**config.mk**
```make
export PLATFORM = sky130hd
export DESIGN_NAME = tlls_mod
export DESIGN_NICKNAME = d
export VERILOG_FILES = /design/src/rtl/assert_macros.svh /design/src/rtl/tlls_pkg.sv /design/src/rtl/tlls_mod.sv
export SDC_FILE = /design/constraint.sdc
export NUM_CORES = 1
export LEC_CHECK = 0
export BUFFER_PORTS_ARGS = -buffer_cell sky130_fd_sc_hd__buf_2
export CAP_MARGIN = 20
export CORE_UTILIZATION = 36
export DETAILED_ROUTE_END_ITERATION = 7
export PLACE_DENSITY = 0.64
export SLEW_MARGIN = 25
export SYNTH_ARGS = -nofsm -noshare
export SYNTH_HDL_FRONTEND = slang
export SYNTH_SLANG_ARGS = --single-unit
```
**constraint.sdc**
```tcl
create_clock -name clk -period 3.1 [get_ports clk]
set_input_delay 0.155 -clock clk [delete_from_list [all_inputs] [get_ports clk]]
set_output_delay 0.155 -clock clk [all_outputs]
set_load 0.02 [all_outputs]
```
**src/rtl/assert_macros.svh**
```systemverilog
// assertion macros used by the scheduler top level
// depends on a clock named clk and a reset named rst in the including module
`ifndef ASSERT_MACROS_SVH
`define ASSERT_MACROS_SVH
`ifndef SYNTHESIS
`define ASSERT_IMP(lbl, ante, cons) \
  lbl: assert property (@(posedge clk) disable iff (rst) (ante) |-> (cons)) \
    else $error("scheduler check failed");
`define ASSERT_NXT(lbl, ante, cons) \
  lbl: assert property (@(posedge clk) disable iff (rst) (ante) |=> (cons)) \
    else $error("scheduler check failed");
`else
`define ASSERT_IMP(lbl, ante, cons)
`define ASSERT_NXT(lbl, ante, cons)
`endif
`endif

```
**src/rtl/tlls_pkg.sv**
```systemverilog
// types, codes and constants of the two-level lottery scheduler
// no dependencies
`default_nettype none
package tlls_pkg;

  localparam int SLOTS_DEF = 64;
  localparam int TICK_W    = 8;
  localparam int RUN_W     = 32;
  localparam int SEED_W    = 22;
  localparam int DIVD_W    = 22;
  localparam int DIVS_W    = 22;
  localparam logic [6:0]        LCG_MULT  = 7'd125;
  // modulus is (2^23 + 1) / 3, so 2^23 folds to -1 modulo it
  localparam logic [DIVS_W-1:0] LCG_MOD   = 22'd2796203;
  localparam logic [SEED_W-1:0] SEED_INIT = 22'd100001;

  typedef enum logic [2:0] {
    ACT_ALLOC   = 3'd0,
    ACT_SETRUN  = 3'd1,
    ACT_FREE    = 3'd2,
    ACT_PICK    = 3'd3,
    ACT_RUNDONE = 3'd4,
    ACT_STATS   = 3'd5
  } act_e;

  typedef enum logic [3:0] {
    ST_IDLE, ST_EXEC, ST_STAT, ST_TOT, ST_MUL, ST_MOD1, ST_MOD2, ST_WALK, ST_RESP
  } state_t;

  typedef struct packed {
    logic [2:0] action;
    logic [5:0] slot;
    logic [7:0] ticket_count;
    logic       runnable_flag;
  } req_t;

  typedef struct packed {
    logic        ok;
    logic [5:0]  winner_slot;
    logic        winner_level;
    logic        slot_used;
    logic        slot_level;
    logic [31:0] high_runs;
    logic [31:0] low_runs;
  } rsp_t;

  typedef struct packed {
    logic [TICK_W-1:0] tickets;
    logic [RUN_W-1:0]  high_runs;
    logic [RUN_W-1:0]  low_runs;
  } ent_t;

  function automatic logic [RUN_W-1:0] sat_inc(input logic [RUN_W-1:0] v);
    sat_inc = (v == {RUN_W{1'b1}}) ? v : v + 1'b1;
  endfunction

endpackage
`default_nettype wire

```
**src/rtl/tlls_mod.sv**
```systemverilog
// iterative restoring remainder unit, one dividend bit per cycle
// depends on tlls_pkg
`default_nettype none
module tlls_mod (
  input  wire logic                          clk,
  input  wire logic                          rst,
  input  wire logic                          start,
  input  wire logic [tlls_pkg::DIVD_W-1:0]   dividend,
  input  wire logic [tlls_pkg::DIVS_W-1:0]   divisor,
  output      logic                          done,
  output      logic [tlls_pkg::DIVS_W-1:0]   rem
);
  import tlls_pkg::*;

  localparam int CNT_W = $clog2(DIVD_W + 1);

  logic                busy;
  logic [CNT_W-1:0]    cnt;
  logic [DIVD_W-1:0]   quo;
  logic [DIVS_W-1:0]   r;
  logic [DIVS_W-1:0]   d;
  logic [DIVS_W:0]     trial;

  assign trial = {r, quo[DIVD_W-1]};
  assign rem   = r;

  // shift in one dividend bit, subtract when it fits
  always_ff @(posedge clk) begin
    if (rst) begin
      busy <= 1'b0;
      done <= 1'b0;
    end else begin
      done <= 1'b0;
      if (start) begin
        busy <= 1'b1;
        cnt  <= CNT_W'(DIVD_W);
        quo  <= dividend;
        r    <= '0;
        d    <= divisor;
      end else if (busy) begin
        quo <= quo << 1;
        cnt <= cnt - 1'b1;
        if (trial >= {1'b0, d}) begin
          r <= DIVS_W'(trial - {1'b0, d});
        end else begin
          r <= DIVS_W'(trial);
        end
        if (cnt == CNT_W'(1)) begin
          busy <= 1'b0;
          done <= 1'b1;
        end
      end
    end
  end
endmodule
`default_nettype wire

```
After elaboration in Yosys (flattened, before gate mapping)
Cells that the tools add are included.
{"block": "word_totals", "word_cells": 25, "in_bits": 47, "output_inout_bits": 23, "regBits": 73}
{"block": "classes", "add_sub_neg": 2, "bitwise_logic": 2, "eq_ne": 1, "mux": 9, "n_reduce_logical": 4, "magnitude_cmp": 1}
{"cell": "$mux W22", "count": 4}
{"cell": "$ge A23 B22 Y1", "count": 1}
{"cell": "$sub A22 B22 Y22", "count": 1}
{"cell": "$eq A5 B1 Y1 const B", "count": 1}
{"cell": "$mux W5", "count": 1}
{"cell": "$sub A5 B1 Y5 const B", "count": 1}
{"cell": "$mux W1", "count": 4}
{"cell": "$reduce_and A2 Y1", "count": 2}
{"cell": "$reduce_or A3 Y1", "count": 1}
{"cell": "$not A1 Y1", "count": 2}
{"cell": "$reduce_bool A2 Y1", "count": 1}

Longest topological paths before layout
Gate-level depths: netlist of run 1.
{"block": "logic_depth", "depth_word": 4, "depth_mapped": 12, "ltp_nobuf": 10}

Worst setup path before layout of run 1
No wires, ideal clock.
{"block": "synth_path", "path_kind": "input port to flip-flop", "startpoint": "input port start", "endpoint": "register cnt[0], enable pin", "required_time_ns": 2.643, "path_buffers": 1, "t_arrival_ns": 2.563, "path_slack_ns": 0.080, "setup_ns": 0.457, "path_stages": 3, "cell_sequence": "clkbuf_1 nor2_1 nor2_1"}
{"block": "synth_between", "elab_chain_len": 2}
{"element": "start, declared", "line": "tlls_mod.sv:7", "text": "input wire logic start,"}
{"element": "$reduce_bool A2 Y1 (no source line)"}
{"element": "$reduce_and A2 Y1 (no source line)"}
{"element": "end signal, assigned", "line": "tlls_mod.sv:36", "text": "cnt <= CNT_W'(DIVD_W);"}
{"element": "end signal, assigned", "line": "tlls_mod.sv:42", "text": "cnt <= cnt - 1'b1;"}
{"element": "end, declared", "line": "tlls_mod.sv:18", "text": "logic [CNT_W-1:0] cnt;"}
Every way passes these cells.
A chain may end at the register's enable or synchronous reset.

Worst setup path after layout of run 1
{"block": "layout_path", "startpoint": "register r[3] (netlist: rem[3])", "endpoint": "register r[1] (netlist: rem[1]), data pin"}
{"block": "layout_between", "elab_chain_len": 3}
{"element": "start, declared", "line": "tlls_mod.sv:20", "text": "logic [DIVS_W-1:0] r;"}
{"element": "start signal, assigned", "line": "tlls_mod.sv:44", "text": "r <= DIVS_W'(trial - {1'b0, d});"}
{"element": "start signal, assigned", "line": "tlls_mod.sv:46", "text": "r <= DIVS_W'(trial);"}
{"element": "$ge A23 B22 Y1", "line": "tlls_mod.sv:43", "text": "if (trial >= {1'b0, d}) begin"}
{"element": "$mux W22", "line": "tlls_mod.sv:43"}
{"element": "$mux W22", "line": "tlls_mod.sv:40", "text": "end else if (busy) begin"}
Every way passes these cells. The select of a mux whose other input is x is not followed.

==> flow_metrics.py, run 1 <==
metrics = {
    "cells_and_area": {
        "areaGrowthSynthToFinish_pct": 25.41,
        "drive_gt1_share_pct": 27.48,
        "n_antenna_cell": 0,
        "num-fill-cells": 1125,
        "layout.nets": 551,
    },
    "clock_network": {
        "cts.sinks": 73,
        "cts_tree": "yes",
        "clk_latency_ns": 0.33,
        "cts_resized": 0,
        "cts_root_buffer": "clkbuf_16",
        "clkSlewWorstSetupHoldPaths_ns": 0.06,
        "numCtsBuffers": 9,
        "cts_max_path_buffers": 2,
        "htree_levels": 3,
    },
    "worst_setup_path": {
        "slowest_delay_ns": 0.44,
        "path_buf_inv": 1,
        "path_max_fanout": 15,
        "cp.required_ns": 3.25,
        "cp_top_family": "compound AO/OA/AOI/OAI gates",
        "critPathKind": "flop to flop",
        "start_kind": "flop",
        "cp_cell_sequence": "ha_1 -> a2111o_1 -> o22ai_4 -> a311oi_2 -> a211o_1 -> buf_12 -> and2_0 -> a211oi_1",
        "crit_arrival_ns": 3.05,
        "cp-end-kind": "flop",
        "cp_slowest_cell": "a2111o_1",
    },
    "timing": {
        "hold_violations": 0,
        "fin_crit_ns": 2.898,
        "slew_viol_final": 0,
        "tns_ns": 0,
        "fmaxAchievable_ghz": 0.3451,
        "hold_ws_ns": 0.01853,
        "skew_ns": 0.008307,
        "maxSlewHeadroom_pct": 62.39,
        "final-setup-viol-count": 0,
        "worst_pin_slew_ns": 0.5628,
        "rsz0062_at_grt": "false",
        "finalCritPeriodShare_pct": 93.48,
    },
    "die": {
        "dieArea_um2": 12200,
        "initial_core_util_pct": 37.09,
        "fp.dieH_um": 110.5,
        "coreArea_um2": 11420,
        "die_w_um": 110.5,
        "io_pins": 70,
        "rows": 39,
    },
    "pwr": {
        "ir_drop_v": 0.0003536,
        "p_per_area_nw_per_um2": 565.0,
        "leakage_nw": 2.191,
    },
    "yosys": {
        "avgSynthCellArea_um2": 11.32,
        "synth_cells": 374,
        "async_flop_share_pct": 0,
        "synth_cell_types": 56,
        "netlist_area_um2": 4235,
        "yosys_warnings": 0,
        "ys_top_cells_by_area": "edfxtp_1, ha_1, mux2_2, a21oi_1, mux2i_1",
        "synth_edf_count": 71,
        "ys_top_cells_by_count": "edfxtp_1, nor2_1, inv_1, a21oi_1, ha_1",
        "synth_nets": 446,
        "seq_area_frac_synth_pct": 51.29,
        "synth_top_flop_cell": "edfxtp_1",
        "yosysMostFrequentCell": "edfxtp_1",
        "synth_top_area_cell": "edfxtp_1",
        "synth-seq-cells": 73,
        "synth_top_area_share_pct": 50.34,
    },
    "grt": {
        "grt_pass1_vias": 3291,
        "grt_pass1_wl_mm": 15.86,
        "grt_max_degree": 35,
        "grt_overflow_total": 0,
        "grt_antenna_before_repair": 0,
        "grt_usage_pct": 16.49,
    },
    "routing": {
        "drc": 0,
        "drtAntennaViolNets": 0,
        "finalWirelength_mm": 9.595,
        "viasPerCell": 5.153,
        "first_pass_iters": 4,
        "vias": 3231,
        "drt_iter0_drc": 93,
        "wl_per_cell_um": 15.30,
    },
    "place": {
        "place_hpwl_mm": 7.208,
        "io_buffers": 69,
        "place_congestion": 0.8760,
    },
    "status": {
        "status": "finished clean",
    },
    "job": {
        "max_cap_viol_count": 0,
    },
    "worst_hold_path": {
        "hp-class": "input port to flop",
    },
}
## per-layer routing
metal	GRT usage, %	part of all wire (%)	vias to the layer above
li1	-	-	1590
met1	19.74	43	1518
met2	26.54	47	100
met3	5.818	7.2	23
met4	7.556	2.8	0
met5	0	0	-
## layout by cell type, fill, tap and decap left out, drive strengths merged, types with 20 or more instances in the layout
cell         Yosys  layout
edfxtp          71      71
mux2            21      21
o21ai           22      22
inv             28      28
dlygate4sd3      0      20
ha              24      24
nand2           21      21
a21oi           28      28
buf              8      86
nor2            34      34
## stage by stage
step	total power, W	worst slack, ns	util, %	area (µm²)	cells
after floorplan	0.001827	0.07980	-	4235	374
after global placement	0.002060	0.2016	42.43	4845	591
after detailed placement	0.002063	0.2258	42.43	4845	591
after CTS	0.003033	0.1893	46.52	5311	627
after global routing	0.003158	0.03064	46.52	5311	627
final	0.003001	0.2023	46.52	5311	627
## final cells by class
class	instances	area [µm²]	share of cell area, %
clock inverter	5	33.78	0.6360
inverter	29	108.9	2.049
sequential	73	2172	40.90
multi-input combinational	260	1887	35.52
clock buffer	11	232.7	4.382
timing repair buffer	106	698.2	13.14
tap	143	178.9	3.369
## power by group
part           switching (W)  leakage (nW)  internal [W]  total [W]
clock network       0.000395         0.126      0.000540   0.000936
registers          0.0000415         0.693       0.00119    0.00123
logic               0.000468          1.37      0.000366   0.000834
total               0.000905          2.19       0.00210    0.00300
## cell families (layout without fill, tap and decap cells)
logic type / after synthesis / after routing / synth area share (%)
buffers and inverters: 41 / 151 / 4.402
XOR/XNOR: 18 / 18 / 3.722
AND/OR/NAND/NOR: 102 / 102 / 11.96
AO/OA/AOI/OAI: 82 / 82 / 12.64
adder cells (fa/ha/maj): 25 / 25 / 7.563
flip-flops: 73 / 73 / 51.29
multiplexers: 33 / 33 / 8.420
## timing repair
item / 4_1_cts / 5_1_grt
setup buffers: 0 / 0
hold buffers: 20 / 0
endpoints found under the setup margin: 0 / 0
hold endpoints to repair: 20 / 0
## worst paths after layout
path              cells after the start  endpoint  slack [ns]   startpoint
setup / recovery                      8    rem[1]        0.20       rem[3]
setup reg to reg                      8    rem[1]        0.20       rem[3]
hold / removal                        1     d[11]        0.02  divisor[11]
hold reg to reg                       1      done        0.48         busy
## registers in the layout (all words and copies together), names as in the netlist
| name | cells |
|---|---|
| d | 22 |
| quo | 22 |
| rem | 22 |
| cnt | 5 |
| busy | 1 |
| done | 1 |
No activity file was read; power rests on OpenSTA's default activity.
==> run 2: changes to the inputs <==
--- a/config.mk
+++ b/config.mk
@@ -5,6 +5,7 @@
 export SDC_FILE = /design/constraint.sdc
 export NUM_CORES = 1
 export LEC_CHECK = 0
+export ABC_CLOCK_PERIOD_IN_PS = 2500
 export BUFFER_PORTS_ARGS = -buffer_cell sky130_fd_sc_hd__buf_2
 export CAP_MARGIN = 20
 export CORE_UTILIZATION = 36
==> constraint.sdc (replaced) <==
create_clock -name clk -period 2.5 [get_ports clk]
set_input_delay 0.125 -clock clk [delete_from_list [all_inputs] [get_ports clk]]
set_output_delay 0.125 -clock clk [all_outputs]
set_load 0.02 [all_outputs]
==> run 2 against run 1 <==
Against the previous run: the run now ends with negative setup slack left; register-to-register slack worse by 0.25 ns; cell count increased by 8.1%; routed wire length is 14% higher; sequential power rose by 24%; critical path depth grew 2; die area unchanged; combinational power increased by 57%; first-iteration DRC count grew 43%; clock power rose by 29%; critical endpoint is now rem[17].
==> flow_metrics.py, run 2 (same netlist as run 1, synthesis figures left out) <==
metrics = {
    "status": {
        "status": "finished with violations",
        "violations": "negative setup slack",
    },
    "die": {
        "dieArea_um2": 12200,
        "initial_core_util_pct": 37.09,
        "rows": 39,
        "fp.dieH_um": 110.5,
        "coreArea_um2": 11420,
        "die_w_um": 110.5,
        "io_pins": 70,
    },
    "pwr": {
        "ir_drop_v": 0.0004202,
        "leakage_nw": 2.461,
        "p_total_w": 0.004045,
        "p_per_area_nw_per_um2": 681.3,
    },
    "timing": {
        "finalCritPeriodShare_pct": 101.8,
        "hold_ws_ns": 0.05426,
        "worst_pin_slew_ns": 0.4764,
        "hold_violations": 0,
        "skew_ns": 0.006801,
        "slew_viol_final": 0,
        "maxSlewHeadroom_pct": 67.79,
        "timing.final.ws_setup_ns": -0.04606,
        "fin_crit_ns": 2.546,
        "fmaxAchievable_ghz": 0.3928,
        "rsz0062_at_grt": "true",
        "final-setup-viol-count": 14,
    },
    "clock_network": {
        "cts_tree": "yes",
        "cts_max_path_buffers": 2,
        "clk_latency_ns": 0.35,
        "numCtsBuffers": 9,
        "cts.sinks": 73,
        "cts_root_buffer": "clkbuf_16",
        "htree_levels": 3,
        "clkSlewWorstSetupHoldPaths_ns": 0.06,
    },
    "routing": {
        "wl_per_cell_um": 16.16,
        "drt_iter0_drc": 133,
        "first_pass_iters": 4,
        "drc": 0,
        "vias": 3441,
        "viasPerCell": 5.075,
        "drtAntennaViolNets": 0,
        "finalWirelength_mm": 10.96,
    },
    "grt": {
        "grt_max_degree": 39,
        "grt_pass1_vias": 3544,
        "grt_overflow_total": 0,
        "grt_pass1_wl_mm": 17.48,
        "grt_antenna_before_repair": 0,
        "grt_usage_pct": 18.50,
    },
    "cells_and_area": {
        "n_antenna_cell": 0,
        "utilization_pct": 51.99,
        "drive_gt1_share_pct": 39.81,
        "areaGrowthSynthToFinish_pct": 40.18,
        "layout.nets": 603,
        "final_common_cell": "edfxtp_1",
        "final_cell_mix": "edfxtp_1, buf_2, buf_4",
    },
    "worst_setup_path": {
        "cp-end-kind": "flop",
        "path_max_fanout": 6,
        "slowest_delay_ns": 0.44,
        "start_kind": "flop",
        "critPathKind": "flop to flop",
        "ff2ff_setup_slack_ns": -0.05,
        "crit_arrival_ns": 2.73,
        "cp_slowest_cell": "edfxtp_1",
        "worstRegToRegCells": 10,
        "cp_cell_sequence": "ha_1 -> nand3b_1 -> a21oi_2 -> o22ai_4 -> a311oi_4 -> a211o_1 -> buf_6 -> buf_4 -> nor2_2 -> a211oi_2",
        "cp.required_ns": 2.69,
    },
    "worst_hold_path": {
        "hold_path_depth": 2,
        "hp-class": "input port to flop",
    },
    "place": {
        "place_congestion": 0.9347,
        "io_buffers": 69,
        "place_hpwl_mm": 7.952,
    },
    "job": {
        "max_cap_viol_count": 0,
    },
}
-- run 2: critical path: cells and delay by family (launching register included) --
family | cells | cell delay, ns
compound gates | 5 | 1.14
fa+ha+maj | 1 | 0.34
buf+inv | 2 | 0.30
flops | 1 | 0.44
simple gates | 2 | 0.15
-- run 2: layout make-up --
cell class | count | area [µm²]
Multi-Input combinational cell | 260 | 2123
Fill cell | 1052 | 5482
Clock inverter | 6 | 45.04
Clock buffer | 9 | 225.2
Inverter | 29 | 108.9
Tap cell | 143 | 178.9
Timing Repair Buffer | 158 | 1084
Sequential cell | 73 | 2172
-- run 2: routing by layer --
layer	share of wire, %	wire length, µm	track usage, %
met5	0	0	0
met2	47	5110	30.19
met4	3.2	346	9.156
met3	5.8	637	4.885
met1	44	4864	22.57
-- run 2: path summary, 6_finish.rpt --
kind,startpoint,end
setup / recovery,rem[0],rem[17]
hold / removal,rst,done
setup reg to reg,rem[0],rem[17]
hold reg to reg,busy,done
-- run 2: where the power goes --
group	switching (W)	internal (W)	leakage (nW)
clock network	0.000541	0.000669	0.124
registers	0.0000490	0.00147	0.693
logic	0.000676	0.000635	1.64
-- run 2: per-stage QoR --
step | std cells | worst slack (ns) | setup TNS (ns) | area (µm²)
final | 678 | -0.04606 | -0.3264 | 5937
after global routing | 678 | -0.1616 | -2.345 | 5937
after CTS | 669 | -0.06536 | -0.3825 | 5748
after detailed placement | 631 | -0.09302 | -0.8366 | 5180
after global placement | 631 | -0.09982 | -0.5551 | 5180
after floorplan | 374 | -0.1583 | -1.455 | 4319
-- run 2: timing repair --
item | CTS | global route
hold buffers | 22 | 0
pin swaps | 1 | 8
setup buffers | 1 | 8
cloned | 0 | 1
gates resized for setup | 11 | 29
endpoints found under the setup margin | 17 | 22
hold endpoints to repair | 22 | 0
==> run 3: changes to the inputs <==
--- a/config.mk
+++ b/config.mk
@@ -6,7 +6,7 @@
 export NUM_CORES = 1
 export LEC_CHECK = 0
 export ABC_CLOCK_PERIOD_IN_PS = 2500
-export BUFFER_PORTS_ARGS = -buffer_cell sky130_fd_sc_hd__buf_2
+export BUFFER_PORTS_ARGS = -buffer_cell sky130_fd_sc_hd__buf_4
 export CAP_MARGIN = 20
 export CORE_UTILIZATION = 36
 export DETAILED_ROUTE_END_ITERATION = 7
==> run 3 against run 2 <==
Against the previous run: the run still ends with negative setup slack left; fmax down 3.8%; global-route usage up 0.13 points; cell count up 1.9%; critical path type unchanged.
==> flow_metrics.py, run 3 (same netlist as run 1, synthesis figures left out) <==
metrics = {
    "status": {
        "status": "finished with violations",
        "violations": "negative setup slack",
    },
    "routing": {
        "drt_iter0_drc": 125,
        "wl_met2_mm": 5.472,
        "routed.top_layer": "met4",
        "drtAntennaViolNets": 0,
        "drc": 0,
        "finalWirelength_mm": 11.21,
        "vias": 3521,
        "met3_length_um": 590,
        "wirelength_met1_mm": 4.894,
        "viasPerCell": 5.096,
        "wl_per_cell_um": 16.22,
        "first_pass_iters": 5,
    },
    "pwr": {
        "internal-power_w": 0.002932,
        "swShare_pct": 30.93,
        "power_frac_seq_pct": 35.9,
        "leakage_nw": 2.603,
        "pwr-share-clk_pct": 29.6,
        "p_total_w": 0.004245,
        "p_per_area_nw_per_um2": 674.9,
        "ir_drop_v": 0.0005039,
        "p_switching_w": 0.001313,
        "combPwrFrac_pct": 34.5,
    },
    "place": {
        "dpl-instance-area_um2": 5385,
        "place_hpwl_mm": 7.810,
        "dp.cells": 632,
        "io_buffers": 69,
        "pre_cts_slack_ns": -0.1874,
        "place_congestion": 0.8940,
    },
    "die": {
        "initial_core_util_pct": 37.09,
        "coreArea_um2": 11420,
        "dieArea_um2": 12200,
        "rows": 39,
        "fp.dieH_um": 110.5,
        "io_pins": 70,
        "die_w_um": 110.5,
    },
    "cells_and_area": {
        "fin_area_um2": 6290,
        "final_cell_mix": "buf_4, edfxtp_1, nor2_1",
        "instances_no_fill": 691,
        "areaGrowthSynthToFinish_pct": 48.51,
        "layout.nets": 615,
        "drive_gt1_share_pct": 42.15,
        "final_common_cell": "buf_4",
        "n_antenna_cell": 0,
    },
    "timing": {
        "worst_pin_slew_ns": 0.5710,
        "slew_viol_final": 0,
        "tns_ns": -1.913,
        "skew_ns": 0.01292,
        "final-setup-viol-count": 20,
        "timing.final.ws_setup_ns": -0.1457,
        "finalCritPeriodShare_pct": 105.8,
        "fmaxAchievable_ghz": 0.3780,
        "maxSlewHeadroom_pct": 61.94,
        "hold_violations": 0,
        "rsz0062_at_grt": "true",
        "fin_crit_ns": 2.646,
    },
    "worst_setup_path": {
        "critPathKind": "flop to flop",
        "cp.required_ns": 2.59,
        "start_kind": "flop",
        "crit_arrival_ns": 2.73,
        "worstRegToRegCells": 10,
        "cp-end-kind": "flop",
        "path_max_fanout": 4,
    },
    "clock_network": {
        "cts_root_buffer": "clkbuf_16",
        "cts_tree": "yes",
        "htree_levels": 3,
        "numCtsBuffers": 9,
        "cts_max_path_buffers": 2,
        "clkSlewWorstSetupHoldPaths_ns": 0.07,
        "clk_latency_ns": 0.35,
        "cts.sinks": 73,
    },
    "job": {
        "max_cap_viol_count": 0,
    },
    "worst_hold_path": {
        "hold_path_depth": 2,
        "hp-class": "input port to flop",
    },
    "grt": {
        "grt_pass1_wl_mm": 17.73,
        "grt_overflow_total": 0,
        "grt_usage_pct": 18.62,
        "grt_max_degree": 45,
        "grt_antenna_before_repair": 0,
        "grt_pass1_vias": 3606,
    },
}
==> run 3: repair_timing <==
item	CTS	global route
pin swaps	9	5
setup buffers	9	10
gates cloned	1	1
hold endpoints to repair	23	0
hold buffers	23	0
gates resized for setup	20	25
endpoints found under the setup margin	22	22
==> run 3: power groups by stage <==
stage / clock, W / sequential [W] / combinational, W
global placement: 0 / 0.00154 / 0.00121
floorplan: 0 / 0.00159 / 0.000709
finish: 0.00126 / 0.00152 / 0.00146
global route: 0.00135 / 0.00154 / 0.00158
CTS: 0.00130 / 0.00153 / 0.00136
detailed placement: 0 / 0.00155 / 0.00122
==> run 3: worst paths after layout <==
path                             startpoint  endpoint  slack, ns
worst min register to register         busy      done       0.49
worst max-delay path                 rem[9]    rem[7]      -0.15
worst min-delay path            dividend[0]    quo[0]       0.06
worst max register to register       rem[9]    rem[7]      -0.15
==> run 3: metal layers <==
metal / vias up / track usage [%]
met2: 92 / 29.98
met5: - / 0
met3: 23 / 6.367
met1: 1691 / 22.94
li1: 1715 / -
met4: 0 / 7.200
==> run 3: area by class of cell <==
cell class,instances,area [µm²]
clock buffers,10,239.0
clock inverters,6,48.80
fillers,1027,5129
inverters,29,108.9
multi-input cells,260,2158
flip-flops and latches,73,2172
well taps,143,178.9
repair buffers,170,1384
==> run 3: through the flow <==
step / utilization, % / hold WS, ns
3_3_place_gp: 47.16 / 0.3035
3_5_place_dp: 47.16 / 0.3045
2_1_floorplan: - / 0.2043
5_1_grt: 55.08 / 0.05442
6_report: 55.08 / 0.06466
4_1_cts: 53.52 / 0.04690
==> run 3: worst max-delay path, stage by stage, from the launching register on <==
cell and delay [ns]:
edfxtp_1 0.44, ha_4 0.32, and4_4 0.25, nand3_4 0.08
or4_4 0.43, a21oi_4 0.14, a211o_1 0.16, buf_4 0.16
clkbuf_16 0.16, mux2i_1 0.19, nor2_1 0.05
